==> config.mk <==
export PLATFORM = sky130hd
export DESIGN_NAME = c_integer_literal_scanner
export DESIGN_NICKNAME = d
export VERILOG_FILES = /design/src/hw/rtl/cils_pkg.sv /design/src/hw/rtl/c_integer_literal_scanner.sv
export SDC_FILE = /design/constraint.sdc
export NUM_CORES = 1
export LEC_CHECK = 0
export ABC_AREA = 0
export BUFFER_PORTS_ARGS = -buffer_cell sky130_fd_sc_hd__buf_2
export CAP_MARGIN = 20
export CORE_ASPECT_RATIO = 2
export CORE_MARGIN = 4
export CORE_UTILIZATION = 62
export CTS_CLUSTER_DIAMETER = 100
export DETAILED_ROUTE_END_ITERATION = 10
export PLACE_DENSITY = 0.91
export SYNTH_ARGS = -nofsm -noshare
export SYNTH_HDL_FRONTEND = slang
export SYNTH_SLANG_ARGS = --single-unit
==> constraint.sdc <==
create_clock -name clock -period 6.8 [get_ports clock]
set_input_delay 0 -clock clock [delete_from_list [all_inputs] [get_ports clock]]
set_output_delay 0 -clock clock [all_outputs]
set_load 0.005 [all_outputs]
==> src/hw/rtl/cils_pkg.sv <==
`timescale 1ns / 1ps

package cils_pkg;

   // Literal kinds reported on the result channel
   localparam logic [2:0] KIND_INT       = 3'd0;
   localparam logic [2:0] KIND_UINT      = 3'd1;
   localparam logic [2:0] KIND_LONG      = 3'd2;
   localparam logic [2:0] KIND_ULONG     = 3'd3;
   localparam logic [2:0] KIND_LLONG     = 3'd4;
   localparam logic [2:0] KIND_ULLONG    = 3'd5;
   localparam logic [2:0] KIND_FLOAT     = 3'd6;

   // Number base of the literal being scanned
   typedef enum logic [1:0] {
      BASE_DEC = 2'd0,
      BASE_OCT = 2'd1,
      BASE_HEX = 2'd2
   } base_type;

   // Character codes
   localparam logic [7:0] CH_ZERO    = 8'h30;
   localparam logic [7:0] CH_ONE     = 8'h31;
   localparam logic [7:0] CH_NINE    = 8'h39;
   localparam logic [7:0] CH_DOT     = 8'h2E;
   localparam logic [7:0] CH_UPPER_A = 8'h41;
   localparam logic [7:0] CH_UPPER_F = 8'h46;
   localparam logic [7:0] CH_LOWER_A = 8'h61;
   localparam logic [7:0] CH_LOWER_F = 8'h66;
   localparam logic [7:0] CH_UPPER_X = 8'h58;
   localparam logic [7:0] CH_LOWER_X = 8'h78;
   localparam logic [7:0] CH_UPPER_U = 8'h55;
   localparam logic [7:0] CH_LOWER_U = 8'h75;
   localparam logic [7:0] CH_UPPER_L = 8'h4C;
   localparam logic [7:0] CH_LOWER_L = 8'h6C;
   localparam logic [7:0] CH_UPPER_E = 8'h45;
   localparam logic [7:0] CH_LOWER_E = 8'h65;

   // Value of the first hex letter
   localparam logic [7:0] HEX_LETTER_BASE = 8'd10;

endpackage

==> src/hw/rtl/c_integer_literal_scanner.sv <==
`timescale 1ns / 1ps

// C integer literal scanner.
// The req channel carries one source byte per beat (req_char_byte), or an
// end-of-text marker (req_end_of_text) that flushes a pending literal. The
// rsp channel carries one beat per finished literal: its kind, the low 32
// bits of its value, an overflow flag and a missing-hex-digit flag.
// Both channels use valid/stall; a beat moves when valid is high and stall
// is low. The block takes one byte per cycle while req_stall is low: a
// beat goes into an input register, the scanner state and any result are
// worked out combinationally from that register, and a result lands in
// the rsp output register. A finished literal thus passes the input
// register and then the result register before it is presented on rsp.
// The result register holds while rsp_stall is high; a byte that would
// produce a result then waits in the input register, and req_stall rises.
// Bytes that produce no result still pass while a result is held.
// Reset (synchronous) empties both registers and returns the scanner to
// idle with a cleared literal.
module c_integer_literal_scanner
   import cils_pkg::*;
#(
   parameter int VALUE_BITS = 32
) (
   input  logic        clock,
   input  logic        reset,
   input  logic        req_valid,
   output logic        req_stall,
   input  logic [7:0]  req_char_byte,
   input  logic        req_end_of_text,
   output logic        rsp_valid,
   input  logic        rsp_stall,
   output logic [2:0]  rsp_literal_kind,
   output logic [31:0] rsp_literal_value,
   output logic        rsp_too_big,
   output logic        rsp_hex_digit_missing
);

   localparam int ExtBits = VALUE_BITS + 4;

   typedef enum logic [2:0] {
      PH_IDLE,
      PH_ZERO,
      PH_HEXPFX,
      PH_DIGITS,
      PH_AFTERU,
      PH_AFTERL
   } phase_type;

   // Input register
   logic                  in_valid_ff;
   logic [7:0]            char_ff;
   logic                  eot_ff;

   // Scanner state
   phase_type             phase_ff, phase_in;
   base_type              base_ff, base_in;
   logic [VALUE_BITS-1:0] acc_ff, acc_in;
   logic                  ovf_ff, ovf_in;
   logic [2:0]            suffix_ff, suffix_in;

   // Result register
   logic                  rsp_valid_ff;
   logic [2:0]            kind_ff, kind_in;
   logic [31:0]           value_ff, value_in;
   logic                  big_ff, big_in;
   logic                  miss_ff, miss_in;

   logic                  proc_go;
   logic                  emit;
   logic                  req_take;
   logic                  rsp_take;

   // Character classes
   logic                  is_dec, is_lo_hex, is_up_hex, is_u, is_l, is_float_mark;
   logic                  is_x, is_zero, is_nonzero;
   logic [3:0]            any_val;
   logic                  any_digit;

   // Digit check in the current base and in hex
   logic                  digit_ok, hex_ok;
   logic [3:0]            digit_val;

   // Accumulate datapath
   base_type              acc_base;
   logic [ExtBits-1:0]    acc_ext, acc_prod, acc_sum;

   // Idle re-examination of the byte
   phase_type             idle_phase;
   base_type              idle_base;
   logic [VALUE_BITS-1:0] idle_acc;

   // Handshake
   assign rsp_take  = rsp_valid_ff && !rsp_stall;
   assign proc_go   = in_valid_ff && (!emit || !rsp_valid_ff || !rsp_stall);
   assign req_stall = in_valid_ff && !proc_go;
   assign req_take  = req_valid && !req_stall;

   // Classify the byte
   always_comb begin
      is_dec        = (char_ff >= CH_ZERO) && (char_ff <= CH_NINE);
      is_lo_hex     = (char_ff >= CH_LOWER_A) && (char_ff <= CH_LOWER_F);
      is_up_hex     = (char_ff >= CH_UPPER_A) && (char_ff <= CH_UPPER_F);
      is_u          = (char_ff == CH_UPPER_U) || (char_ff == CH_LOWER_U);
      is_l          = (char_ff == CH_UPPER_L) || (char_ff == CH_LOWER_L);
      is_x          = (char_ff == CH_UPPER_X) || (char_ff == CH_LOWER_X);
      is_float_mark = (char_ff == CH_DOT) || (char_ff == CH_LOWER_E)
                      || (char_ff == CH_UPPER_E);
      is_zero       = (char_ff == CH_ZERO);
      is_nonzero    = (char_ff >= CH_ONE) && (char_ff <= CH_NINE);
      any_digit     = is_dec || is_lo_hex || is_up_hex;
      if (is_dec) begin
         any_val = 4'(char_ff - CH_ZERO);
      end else if (is_lo_hex) begin
         any_val = 4'(char_ff - CH_LOWER_A + HEX_LETTER_BASE);
      end else begin
         any_val = 4'(char_ff - CH_UPPER_A + HEX_LETTER_BASE);
      end
      digit_val = any_val;
      hex_ok    = any_digit;
      case (base_ff)
         BASE_HEX: digit_ok = any_digit;
         BASE_OCT: digit_ok = is_dec && !any_val[3];
         default:  digit_ok = is_dec;
      endcase
   end

   // Multiply by the radix with shifts and add the digit
   always_comb begin
      acc_base = (phase_ff == PH_HEXPFX) ? BASE_HEX : base_ff;
      acc_ext  = {4'b0000, acc_ff};
      case (acc_base)
         BASE_HEX: acc_prod = acc_ext << 4;
         BASE_OCT: acc_prod = acc_ext << 3;
         default:  acc_prod = (acc_ext << 3) + (acc_ext << 1);
      endcase
      acc_sum = acc_prod + ExtBits'(digit_val);
   end

   // Start of a literal from the idle phase
   always_comb begin
      idle_phase = PH_IDLE;
      idle_base  = BASE_DEC;
      idle_acc   = '0;
      if (is_zero) begin
         idle_phase = PH_ZERO;
         idle_base  = BASE_OCT;
      end else if (is_nonzero) begin
         idle_phase = PH_DIGITS;
         idle_acc   = VALUE_BITS'(any_val);
      end
   end

   // Next state and result
   always_comb begin
      phase_in  = phase_ff;
      base_in   = base_ff;
      acc_in    = acc_ff;
      ovf_in    = ovf_ff;
      suffix_in = suffix_ff;
      emit      = 1'b0;
      kind_in   = suffix_ff;
      value_in  = 32'(acc_ff);
      big_in    = ovf_ff;
      miss_in   = 1'b0;
      // pending literal: "0x" alone gives the missing-digit result
      if (phase_ff == PH_HEXPFX) begin
         kind_in  = KIND_INT;
         value_in = '0;
         big_in   = 1'b0;
         miss_in  = 1'b1;
      end

      if (eot_ff) begin
         emit      = (phase_ff != PH_IDLE);
         phase_in  = PH_IDLE;
         base_in   = BASE_DEC;
         acc_in    = '0;
         ovf_in    = 1'b0;
         suffix_in = KIND_INT;
      end else begin
         // assume the literal ends here; the arms below override
         emit      = (phase_ff != PH_IDLE);
         phase_in  = idle_phase;
         base_in   = idle_base;
         acc_in    = idle_acc;
         ovf_in    = 1'b0;
         suffix_in = KIND_INT;
         unique case (phase_ff)
            PH_IDLE: begin
               emit = 1'b0;
            end
            PH_HEXPFX: begin
               if (hex_ok) begin
                  emit      = 1'b0;
                  phase_in  = PH_DIGITS;
                  base_in   = base_ff;
                  acc_in    = acc_sum[VALUE_BITS-1:0];
                  ovf_in    = ovf_ff || (|acc_sum[ExtBits-1:VALUE_BITS]);
                  suffix_in = suffix_ff;
               end
            end
            PH_ZERO, PH_DIGITS: begin
               if (phase_ff == PH_ZERO && is_x) begin
                  emit      = 1'b0;
                  phase_in  = PH_HEXPFX;
                  base_in   = BASE_HEX;
                  acc_in    = acc_ff;
                  ovf_in    = ovf_ff;
                  suffix_in = suffix_ff;
               end else if (digit_ok) begin
                  emit      = 1'b0;
                  phase_in  = PH_DIGITS;
                  base_in   = base_ff;
                  acc_in    = acc_sum[VALUE_BITS-1:0];
                  ovf_in    = ovf_ff || (|acc_sum[ExtBits-1:VALUE_BITS]);
                  suffix_in = suffix_ff;
               end else if (base_ff != BASE_HEX && is_float_mark) begin
                  // hand off to float scanning: consume the byte
                  phase_in = PH_IDLE;
                  base_in  = BASE_DEC;
                  acc_in   = '0;
                  kind_in  = KIND_FLOAT;
                  value_in = '0;
                  big_in   = 1'b0;
               end else if (is_u) begin
                  emit      = 1'b0;
                  phase_in  = PH_AFTERU;
                  base_in   = base_ff;
                  acc_in    = acc_ff;
                  ovf_in    = ovf_ff;
                  suffix_in = KIND_UINT;
               end else if (is_l) begin
                  emit      = 1'b0;
                  phase_in  = PH_AFTERL;
                  base_in   = base_ff;
                  acc_in    = acc_ff;
                  ovf_in    = ovf_ff;
                  suffix_in = KIND_LONG;
               end
            end
            PH_AFTERU: begin
               if (is_l) begin
                  emit      = 1'b0;
                  phase_in  = PH_AFTERL;
                  base_in   = base_ff;
                  acc_in    = acc_ff;
                  ovf_in    = ovf_ff;
                  suffix_in = KIND_ULONG;
               end
            end
            PH_AFTERL: begin
               if (is_l) begin
                  // second L completes the literal; byte is consumed
                  phase_in = PH_IDLE;
                  base_in  = BASE_DEC;
                  acc_in   = '0;
                  kind_in  = (suffix_ff == KIND_ULONG) ? KIND_ULLONG : KIND_LLONG;
               end
            end
            default: begin
               emit = 1'b0;
            end
         endcase
      end
   end

   // Registers: input stage, scanner state, result stage
   always_ff @(posedge clock) begin
      if (reset) begin
         in_valid_ff  <= 1'b0;
         rsp_valid_ff <= 1'b0;
         phase_ff     <= PH_IDLE;
         base_ff      <= BASE_DEC;
         acc_ff       <= '0;
         ovf_ff       <= 1'b0;
         suffix_ff    <= KIND_INT;
      end else begin
         if (req_take) begin
            in_valid_ff <= 1'b1;
         end else if (proc_go) begin
            in_valid_ff <= 1'b0;
         end
         if (proc_go) begin
            phase_ff  <= phase_in;
            base_ff   <= base_in;
            acc_ff    <= acc_in;
            ovf_ff    <= ovf_in;
            suffix_ff <= suffix_in;
         end
         if (proc_go && emit) begin
            rsp_valid_ff <= 1'b1;
         end else if (rsp_take) begin
            rsp_valid_ff <= 1'b0;
         end
      end
      // payload: no reset needed
      if (req_take) begin
         char_ff <= req_char_byte;
         eot_ff  <= req_end_of_text;
      end
      if (proc_go && emit) begin
         kind_ff  <= kind_in;
         value_ff <= value_in;
         big_ff   <= big_in;
         miss_ff  <= miss_in;
      end
   end

   assign rsp_valid             = rsp_valid_ff;
   assign rsp_literal_kind      = kind_ff;
   assign rsp_literal_value     = value_ff;
   assign rsp_too_big           = big_ff;
   assign rsp_hex_digit_missing = miss_ff;

   // Checks
   a_float_clean: assert property (@(posedge clock) disable iff (reset)
      rsp_valid && rsp_literal_kind == KIND_FLOAT
      |-> rsp_literal_value == '0 && !rsp_too_big && !rsp_hex_digit_missing)
      else $error("float handoff carries a value or flag");

   a_miss_clean: assert property (@(posedge clock) disable iff (reset)
      rsp_valid && rsp_hex_digit_missing
      |-> rsp_literal_kind == KIND_INT && rsp_literal_value == '0 && !rsp_too_big)
      else $error("missing hex digit result is not a plain zero");

   a_emit_shows: assert property (@(posedge clock) disable iff (reset)
      proc_go && emit |=> rsp_valid)
      else $error("finished literal not presented");

   a_stall_only_full: assert property (@(posedge clock) disable iff (reset)
      req_stall |-> in_valid_ff && rsp_valid_ff)
      else $error("input stalled with a free stage");

   a_idle_clear: assert property (@(posedge clock) disable iff (reset)
      phase_ff == PH_IDLE |-> acc_ff == '0 && !ovf_ff && suffix_ff == KIND_INT)
      else $error("idle scanner holds literal state");

endmodule

==> results.txt, run 1 <==
----------------------------------------------------
[Run status]
  Run status ... complete, no violations

[Timing]
  Final Max Tran Viols ... 0
  Setup tns final ... 0 ns
  Minimum clock period after layout ... 5.01 ns
  Final-layout worst hold slack ... 0.223 ns
  Final hold violation count ... 0
  Share of the cycle needed by the critical path after routing ... 73.6%
  RSZ-0062 raised after global routing ... no
  Slew Limit Headroom ... 31.7%
  Number of setup violations in the final report ... 0
  Final clock skew ... 0.00536 ns
  Achievable frequency ... around 200 MHz
  Actual slew at the worst max-slew pin ... 1.02 ns

[Detailed routing]
  Total routed wirelength ... ~21000 um
  Starting DRC count in detailed routing ... 757
  Met2 wirelength from detailed routing ... approximately 12000 um
  Pre-antenna DRT Iters ... 6
  DRC ... 0
  Detailed-routing wirelength on met1 ... 7160 um
  Routed wire length per instance ... 20.9 um
  Detail-routed via count per cell ... about 7
  Antenna Nets Post-Route ... 0
  Routed wire length on met3 ... 1140 um
  Vias post-DR ... a little over 7k
  Uppermost metal layer occupied by signal nets ... met4

[Worst hold path]
  HP Class ... in -> reg
  Hold path cells ... 2
  Min-delay src ... reset
  Hold worst-path end ... acc_ff[23]

[Logic synthesis]
  Cell types occupying the most area after synthesis ... sky130_fd_sc_hd__edfxtp_1 (19%), sky130_fd_sc_hd__dfxtp_1 (12%), sky130_fd_sc_hd__ha_1 (7.4%)
  Cell with the most instances after synthesis ... sky130_fd_sc_hd__nor2_1
  Distinct cell type count of the synthesized netlist ... 86
  Number of enable flip-flop cells after synthesis ... 46
  Fraction of the yosys area taken by sequential cells ... 31.2%
  Cell types with the highest counts after synthesis ... sky130_fd_sc_hd__nor2_1 (98), sky130_fd_sc_hd__a21oi_1 (66), sky130_fd_sc_hd__nand2_1 (66), sky130_fd_sc_hd__edfxtp_1 (46)
  Register bit total from synthesis ... 88
  Top-area cell type share of the netlist area ... 19.4%
  Count of synthesis-stage warnings from yosys ... 0
  Cell type with the highest aggregate area in the netlist ... sky130_fd_sc_hd__edfxtp_1
  Synth Cell Area ... 7120 um2
  Per-instance average area after synthesis ... 8.44 um2
  Synthesized instance count ... 844
  Most used DFF post-synth ... sky130_fd_sc_hd__edfxtp_1
  Share of async-settable or async-resettable flops after synthesis ... 0%
  Synthesized Nets ... 901

[Floorplanning]
  Site Rows ... 55
  Overall die width ... 83.8 um
  Die Height ... 160 um
  Area enclosed by the die boundary ... approximately 13000 um2
  Number of top-level design ports ... 52
  Area of the core ... 11300 um2
  Effective utilization at floorplan ... 63.1%

[Cells and area]
  Area growth syn-to-layout ... 9.95%
  Layout cells sized above 1 ... 11.2%
  Multi-input gate area in the final layout ... 4640 um2
  Number of nets in the finished design ... 935
  Antenna diodes ... 0
  Layout fillers ... around 870
  Sequential cell area ... 2220 um2

[Power]
  Gate power share ... 5.0%
  Ratio of total power to cell area ... 147 nW/um2
  Share of power burned in the clock network ... 45.1%
  Sequential share of power ... between 40% and 50%
  Switching Fraction ... 20.9%
  Static leakage power ... between 2 and 3 nW
  Internal Dissipation ... 907 uW
  Switching power ... 240 uW
  Maximum vdd ir drop ... approximately 0.00021 V

[GRT]
  Wire length of the first global-routing pass ... 34400 um
  Initial antenna violation count ... 0
  Largest net degree at the start of global routing ... 49
  Global-route usage over all layers ... 31.6%
  Number of global-route vias before repair ... about 7k
  GR Overflow Total ... 0

[Setup path]
  Terminus of the critical flop-to-flop path ... ovf_ff
  Setup Crit Path Kind ... reg -> reg
  Highest fanout seen on the critical path ... between 40 and 50
  Cells along the critical path ... nor2_1, nand2_1, nand2_1, ha_2, o21ai_0, ha_1, a21oi_1, nor2_1, nand3_1, nor3b_1, nand4_1, nor3_1, o2111ai_1, a41oi_2, o31ai_1
  Start of the worst register-to-register path ... phase_ff[2]
  Slowest cell delay on critical path ... 0.87 ns
  Register-to-Register Path Depth ... 15
  Data required, critical path ... between 7 and 8 ns
  R2r setup slk ... between 1.5 and 2 ns
  Crit path arrival time ... roughly 5.2 ns
  Type of destination of the critical path ... flop
  Worst Setup Start Kind ... flop
  Slowest cell on the critical path ... sky130_fd_sc_hd__ha_2

[Clock network]
  Sink count of the clock tree ... 88
  TritonCTS buffer count ... 9
  Post_cts resized ... 0
  Clock tree from TritonCTS ... yes
  Number of H-tree levels ... 3
  Source-to-sink clock delay at the later pin of the worst-skew pair ... 0.34 ns
  Clock transition at the registers of the reported paths ... 0.06 ns
  Max clock buf depth ... 2
  Buffer cell driving the clock tree root ... sky130_fd_sc_hd__clkbuf_16

[Placement]
  Detail Placement HPWL ... approximately 15000 um
  Routability cong. ... 0.983
  Count of buffers from port buffering ... 51

[Flow run]
  Max-cap violations ... 0

----------------------------------------------------
==> layout make-up <==
type | instances | share of cell area [%]
Clock buffer | 12 | 3.02
Clock inverter | 4 | 0.895
Inverter | 18 | 0.863
Multi-Input combinational cell | 693 | 59.3
Sequential cell | 88 | 28.4
Tap cell | 142 | 2.27
Timing Repair Buffer | 68 | 5.24
==> power by group through the flow <==
stage,registers (mW),logic (mW),clock network [mW]
floorplan,0.579,0.0358,0
global placement,0.583,0.0483,0
detailed placement,0.584,0.0501,0
CTS,0.572,0.0564,0.516
global route,0.574,0.0626,0.540
finish,0.573,0.0578,0.517
==> routing by layer <==
| layer | vias up | GRT usage [%] |
|---|---|---|
| li1 | 3266 | - |
| met2 | 392 | 59.4 |
| met1 | 3347 | 31.2 |
| met3 | 137 | 3.47 |
| met4 | 0 | 22.3 |
| met5 | - | 0 |
==> layout by cell type (no fill, tap or decap), drive strengths merged, types with 7 or more instances in the layout <==
cell	synthesis	final
a211oi	10	10
a21o	12	12
a21oi	68	68
a221o	7	7
a221oi	20	20
a22oi	28	28
a31oi	17	17
and2	41	41
and3	7	7
buf	14	57
clkbuf	31	12
dfxtp	42	42
dlygate4sd3	0	11
edfxtp	46	46
ha	42	42
inv	17	17
mux2i	7	7
nand2	67	67
nand2b	7	7
nand3	16	16
nand4	18	18
nor2	99	99
nor2b	9	9
nor3	20	20
nor4	8	8
o21a	10	10
o21ai	45	45
or3	11	11
xnor2	24	24
xor2	19	19
==> sequential cells by signal, summed over array words and instances (netlist names), 2 cells and up <==
register and flops:
suffix_ff 2, rsp_literal_value 32, rsp_literal_kind 3, base_ff 2
char_ff 8, phase_ff 3, acc_ff 32
==> stage by stage <==
stage	setup WS, ns	util, %	instances	power, mW	cell area, um2
2_1_floorplan	2.11	-	844	0.615	7120
3_3_place_gp	2.21	65.7	998	0.632	7410
3_5_place_dp	2.05	65.7	998	0.634	7410
4_1_cts	1.93	69.4	1025	1.14	7830
5_1_grt	1.37	69.4	1025	1.18	7830
6_report	1.79	69.4	1025	1.15	7830
==> worst max-delay path by stage <==
| stage | startpoint | cells past startpoint | slack [ns] | to |
|---|---|---|---|---|
| 2_1_floorplan | phase_ff[2] | 21 | 2.11 | ovf_ff |
| 3_3_place_gp | phase_ff[2] | 15 | 2.21 | ovf_ff |
| 3_5_place_dp | phase_ff[2] | 15 | 2.05 | ovf_ff |
| 4_1_cts | phase_ff[2] | 15 | 1.93 | ovf_ff |
| 5_1_grt | phase_ff[2] | 15 | 1.37 | ovf_ff |
| 6_report | phase_ff[2] | 15 | 1.79 | ovf_ff |
==> logic make-up after synthesis <==
logic type / share of synthesized area [%]
muxes: 1.14
buffers and inverters: 3.60
adders and majority gates: 7.94
xor gates and xnor gates: 5.29
AOI/OAI and AO/OA: 26.6
DFF: 31.2
and+or+nand+nor: 24.2
==> what timing repair did <==
item	in CTS	in global routing
endpoints found under the hold margin	11	0
setup buffers	0	0
hold buffers	11	0
==> worst max-delay path, delay by kind of cell (launching register included) <==
family          cells  cell delay (ns)
compound gates      5             0.89
fa+ha+maj           2             1.24
flops               1             0.63
simple gates        8             2.10
(Power assumes the default switching activity.)
==> run 2: changes to the inputs <==
--- a/config.mk
+++ b/config.mk
@@ -5,15 +5,15 @@
 export SDC_FILE = /design/constraint.sdc
 export NUM_CORES = 1
 export LEC_CHECK = 0
-export ABC_AREA = 0
+export ABC_AREA = 1
 export BUFFER_PORTS_ARGS = -buffer_cell sky130_fd_sc_hd__buf_2
 export CAP_MARGIN = 20
 export CORE_ASPECT_RATIO = 2
 export CORE_MARGIN = 4
-export CORE_UTILIZATION = 62
+export CORE_UTILIZATION = 57
 export CTS_CLUSTER_DIAMETER = 100
 export DETAILED_ROUTE_END_ITERATION = 10
-export PLACE_DENSITY = 0.91
+export PLACE_DENSITY = 0.87
 export SYNTH_ARGS = -nofsm -noshare
 export SYNTH_HDL_FRONTEND = slang
 export SYNTH_SLANG_ARGS = --single-unit
==> constraint.sdc (replaced) <==
create_clock -name clock -period 4.6 [get_ports clock]
set_input_delay 0 -clock clock [delete_from_list [all_inputs] [get_ports clock]]
set_output_delay 0 -clock clock [all_outputs]
set_load 0.005 [all_outputs]
==> run 2 against run 1 <==
Synthesized area up 21%. Clock power rose by 49%. Core utilization decreased by 5.4 points. Cell area is 21% higher. Hold slack better by 0.012 ns. Global-route usage grew 3.9 points. Combinational power rose to 6.7 times the previous value. Clock skew rose by 0.0053 ns. Sequential power rose by 51%. Clock-buffer cell count fell by 2. Largest power group unchanged.
==> results.txt, run 2 <==
----------------------------------------------------
[Clock network]
  TritonCTS buffer count ... 9 (unchanged)
  Clock tree from TritonCTS ... yes
  Clock transition at the registers of the reported paths ... 0.07 ns (about the same)
  Buffer cell driving the clock tree root ... sky130_fd_sc_hd__clkbuf_16
  Number of H-tree levels ... 3 (unchanged)
  Source-to-sink clock delay at the later pin of the worst-skew pair ... 0.35 ns (about the same)
  Max clock buf depth ... 2 (unchanged)
  Sink count of the clock tree ... 88 (unchanged)

[Cells and area]
  Layout cells sized above 1 ... 9.20% (-2.0 points)
  Number of nets in the finished design ... 1520 (+63%)
  Area growth syn-to-layout ... 10.2%
  Antenna diodes ... 0 (unchanged)
  Most frequent cells in the layout ... sky130_fd_sc_hd__nand2_1 (445), sky130_fd_sc_hd__inv_1 (256), sky130_fd_sc_hd__nand3_1 (137)
  Most common cell after layout, fill and taps aside ... sky130_fd_sc_hd__nand2_1
  Final Util ... 64.0% (-5.4 points)
  Design Area, Final ... 9480 um2 (+21%)

[Placement]
  Detail Placement HPWL ... 23300 um (+51%)
  Count of buffers from port buffering ... 51 (unchanged)
  Routability cong. ... 1.04 (+5.7%)
  Standard cell area after detailed placement ... 9040 um2 (+22%)

[Power]
  Total Power Consumption ... 2.02 mW (+76%)
  Ratio of total power to cell area ... 213 nW/um2 (+45%)
  Maximum vdd ir drop ... 0.000216 V (+4.5%)
  Switching Fraction ... 30.2% (+9.3 points)
  Sequential share of power ... 42.8% (-7.1 points)
  Switching power ... 610 uW (+150%)
  Static leakage power ... 4.60 nW (+55%)
  Share of power burned in the clock network ... 38.1% (-7.0 points)
  Gate power share ... 19.2% (+14 points)
  Internal Dissipation ... 1.41 mW (+55%)

[Floorplanning]
  Area of the core ... 14800 um2 (+31%)
  Effective utilization at floorplan ... 58.1% (-5.0 points)
  Die Height ... 182 um (+14%)
  Area enclosed by the die boundary ... 17200 um2 (+29%)
  Overall die width ... 94.9 um (+13%)
  Number of top-level design ports ... 52 (unchanged)
  Site Rows ... 63 (+15%)

[Logic synthesis]
  Synthesized instance count ... 1414 (+68%)
  Share of async-settable or async-resettable flops after synthesis ... 0% (unchanged)
  Top-area cell type share of the netlist area ... 19.4% (about the same)
  Cell type with the highest aggregate area in the netlist ... sky130_fd_sc_hd__nand2_1
  Distinct cell type count of the synthesized netlist ... 55 (-36%)
  Most used DFF post-synth ... sky130_fd_sc_hd__edfxtp_1
  Synth Cell Area ... 8600 um2 (+21%)
  Count of synthesis-stage warnings from yosys ... 0 (unchanged)
  Cell with the most instances after synthesis ... sky130_fd_sc_hd__nand2_1
  Cell types with the highest counts after synthesis ... sky130_fd_sc_hd__nand2_1 (445), sky130_fd_sc_hd__inv_1 (256), sky130_fd_sc_hd__nand3_1 (137), sky130_fd_sc_hd__nor2_1 (112), sky130_fd_sc_hd__a21oi_1 (76)
  Number of enable flip-flop cells after synthesis ... 46 (unchanged)
  Cell types occupying the most area after synthesis ... sky130_fd_sc_hd__nand2_1 (19%), sky130_fd_sc_hd__edfxtp_1 (16%), sky130_fd_sc_hd__inv_1 (11%)
  Synthesized Nets ... 1471 (+63%)
  Per-instance average area after synthesis ... 6.09 um2 (-28%)
  Register bit total from synthesis ... 88 (unchanged)
  Fraction of the yosys area taken by sequential cells ... 25.8% (-5.4 points)

[Timing]
  Final Max Tran Viols ... 0 (unchanged)
  Slew Limit Headroom ... 44.4% (+13 points)
  Achievable frequency ... 236 MHz (+18%)
  Final hold violation count ... 0 (unchanged)
  Final clock skew ... 0.0107 ns (+0.00530 ns)
  Setup tns final ... 0 ns (unchanged)
  Number of setup violations in the final report ... 0 (unchanged)
  Actual slew at the worst max-slew pin ... 0.835 ns (-0.189 ns)
  Final-layout worst hold slack ... 0.236 ns (+0.0122 ns)
  Minimum clock period after layout ... 4.23 ns (-0.776 ns)
  Share of the cycle needed by the critical path after routing ... 92.0% (+18 points)

[GRT]
  GR Overflow Total ... 0 (unchanged)
  Global-route usage over all layers ... 35.6% (+3.9 points)
  Number of global-route vias before repair ... 9479 (+37%)
  Largest net degree at the start of global routing ... 48 (-2.0%)
  Wire length of the first global-routing pass ... 46700 um (+36%)
  Initial antenna violation count ... 0 (unchanged)

[Setup path]
  Data required, critical path ... 4.80 ns (-2.21 ns)
  Register-to-Register Path Depth ... 28 (+13)
  Slowest cell delay on critical path ... 0.45 ns (-0.42 ns)
  Setup Crit Path Kind ... reg -> reg
  Critical path origin ... char_ff[1]
  Worst Setup Start Kind ... flop
  Top cell by count, worst path ... sky130_fd_sc_hd__nand2_1
  Highest fanout seen on the critical path ... 7 (-85%)
  Start of the worst register-to-register path ... char_ff[1]
  Slowest cell on the critical path ... sky130_fd_sc_hd__edfxtp_1
  Crit path arrival time ... 4.43 ns (-0.79 ns)
  Type of destination of the critical path ... flop

[Worst hold path]
  HP Class ... in -> reg
  Hold path cells ... 2 (unchanged)
  Min-delay src ... reset

[Detailed routing]
  Routed wire length per instance ... 17.8 um (-15%)
  DRC ... 0 (unchanged)
  Pre-antenna DRT Iters ... 7 (+1)
  Detail-routed via count per cell ... 5.81 (-17%)
  Total routed wirelength ... 29600 um (+38%)
  Vias post-DR ... 9667 (+35%)
  Antenna Nets Post-Route ... 0 (unchanged)
  Starting DRC count in detailed routing ... 628 (-17%)

[Flow run]
  Max-cap violations ... 0 (unchanged)

[Run status]
  Run status ... complete, no violations

----------------------------------------------------
run 2: changes by cell type after synthesis, sizes merged, moves of 15 or more:
cell,delta
xnor2,-18
inv,+244
nor2,+21
a221oi,-18
a21oi,+19
nand3,+123
o22ai,+15
a31oi,-15
a22oi,-28
nand2,+394
and2,-33
run 2: power by group through the flow:
stage	logic [mW]	clock network (mW)	registers, mW
after global routing	0.422	0.807	0.865
final	0.387	0.768	0.863
after CTS	0.376	0.771	0.863
after floorplan	0.258	0	0.877
after global placement	0.363	0	0.879
after detailed placement	0.366	0	0.880
run 2: cell families (layout without fill, tap and decap cells):
kind of cell / Yosys count / in the layout / synth area share, %
AO/OA/AOI/OAI: 197 / 197 / 14.3
XOR/XNOR: 17 / 17 / 1.73
adder cells (fa/ha/maj): 44 / 44 / 6.57
buffers and inverters: 300 / 354 / 13.4
flip-flops: 88 / 88 / 25.8
multiplexers: 1 / 1 / 0.116
AND/OR/NAND/NOR: 767 / 767 / 38.1
run 2: final timing paths:
check,end,slack [ns]
setup / recovery,ovf_ff,0.37
hold / removal,phase_ff[1],0.24
setup reg to reg,ovf_ff,0.37
hold reg to reg,suffix_ff[0],0.48
run 2: through the flow:
stage	instances	worst slack [ns]
global route	1663	-0.0209
finish	1663	0.368
global placement	1636	0.490
detailed placement	1636	0.306
floorplan	1414	0.0789
CTS	1663	0.294
run 2: cell type report:
| class | count | area (um2) |
|---|---|---|
| clock buffers | 10 | 239 |
| clock inverters | 6 | 76.3 |
| fillers | 1467 | 5340 |
| inverters | 263 | 990 |
| multi-input cells | 1026 | 5250 |
| flip-flops and latches | 88 | 2220 |
| well taps | 195 | 244 |
| repair buffers | 75 | 463 |
run 2: repair_timing:
item,in CTS,in global routing
gates resized for setup,0,6
hold buffers,11,0
setup buffers,0,0
hold endpoints to repair,11,0
setup endpoints to repair,0,4
run 2: critical path, delay by kind of cell, from the launching register on:
kind	cells	cell delay (ns)
buffers and inverters	3	0.30
DFF	1	0.45
adders and majority gates	3	0.69
AOI/OAI and AO/OA	5	0.77
and+or+nand+nor	17	1.88
run 2: routing by layer:
layer	track usage, %	part of all wire [%]	vias to the layer above
li1	-	-	4646
met1	29.9	29	4326
met2	65.3	53	458
met3	4.19	4.1	237
met4	37.8	14	0
met5	0	0	-
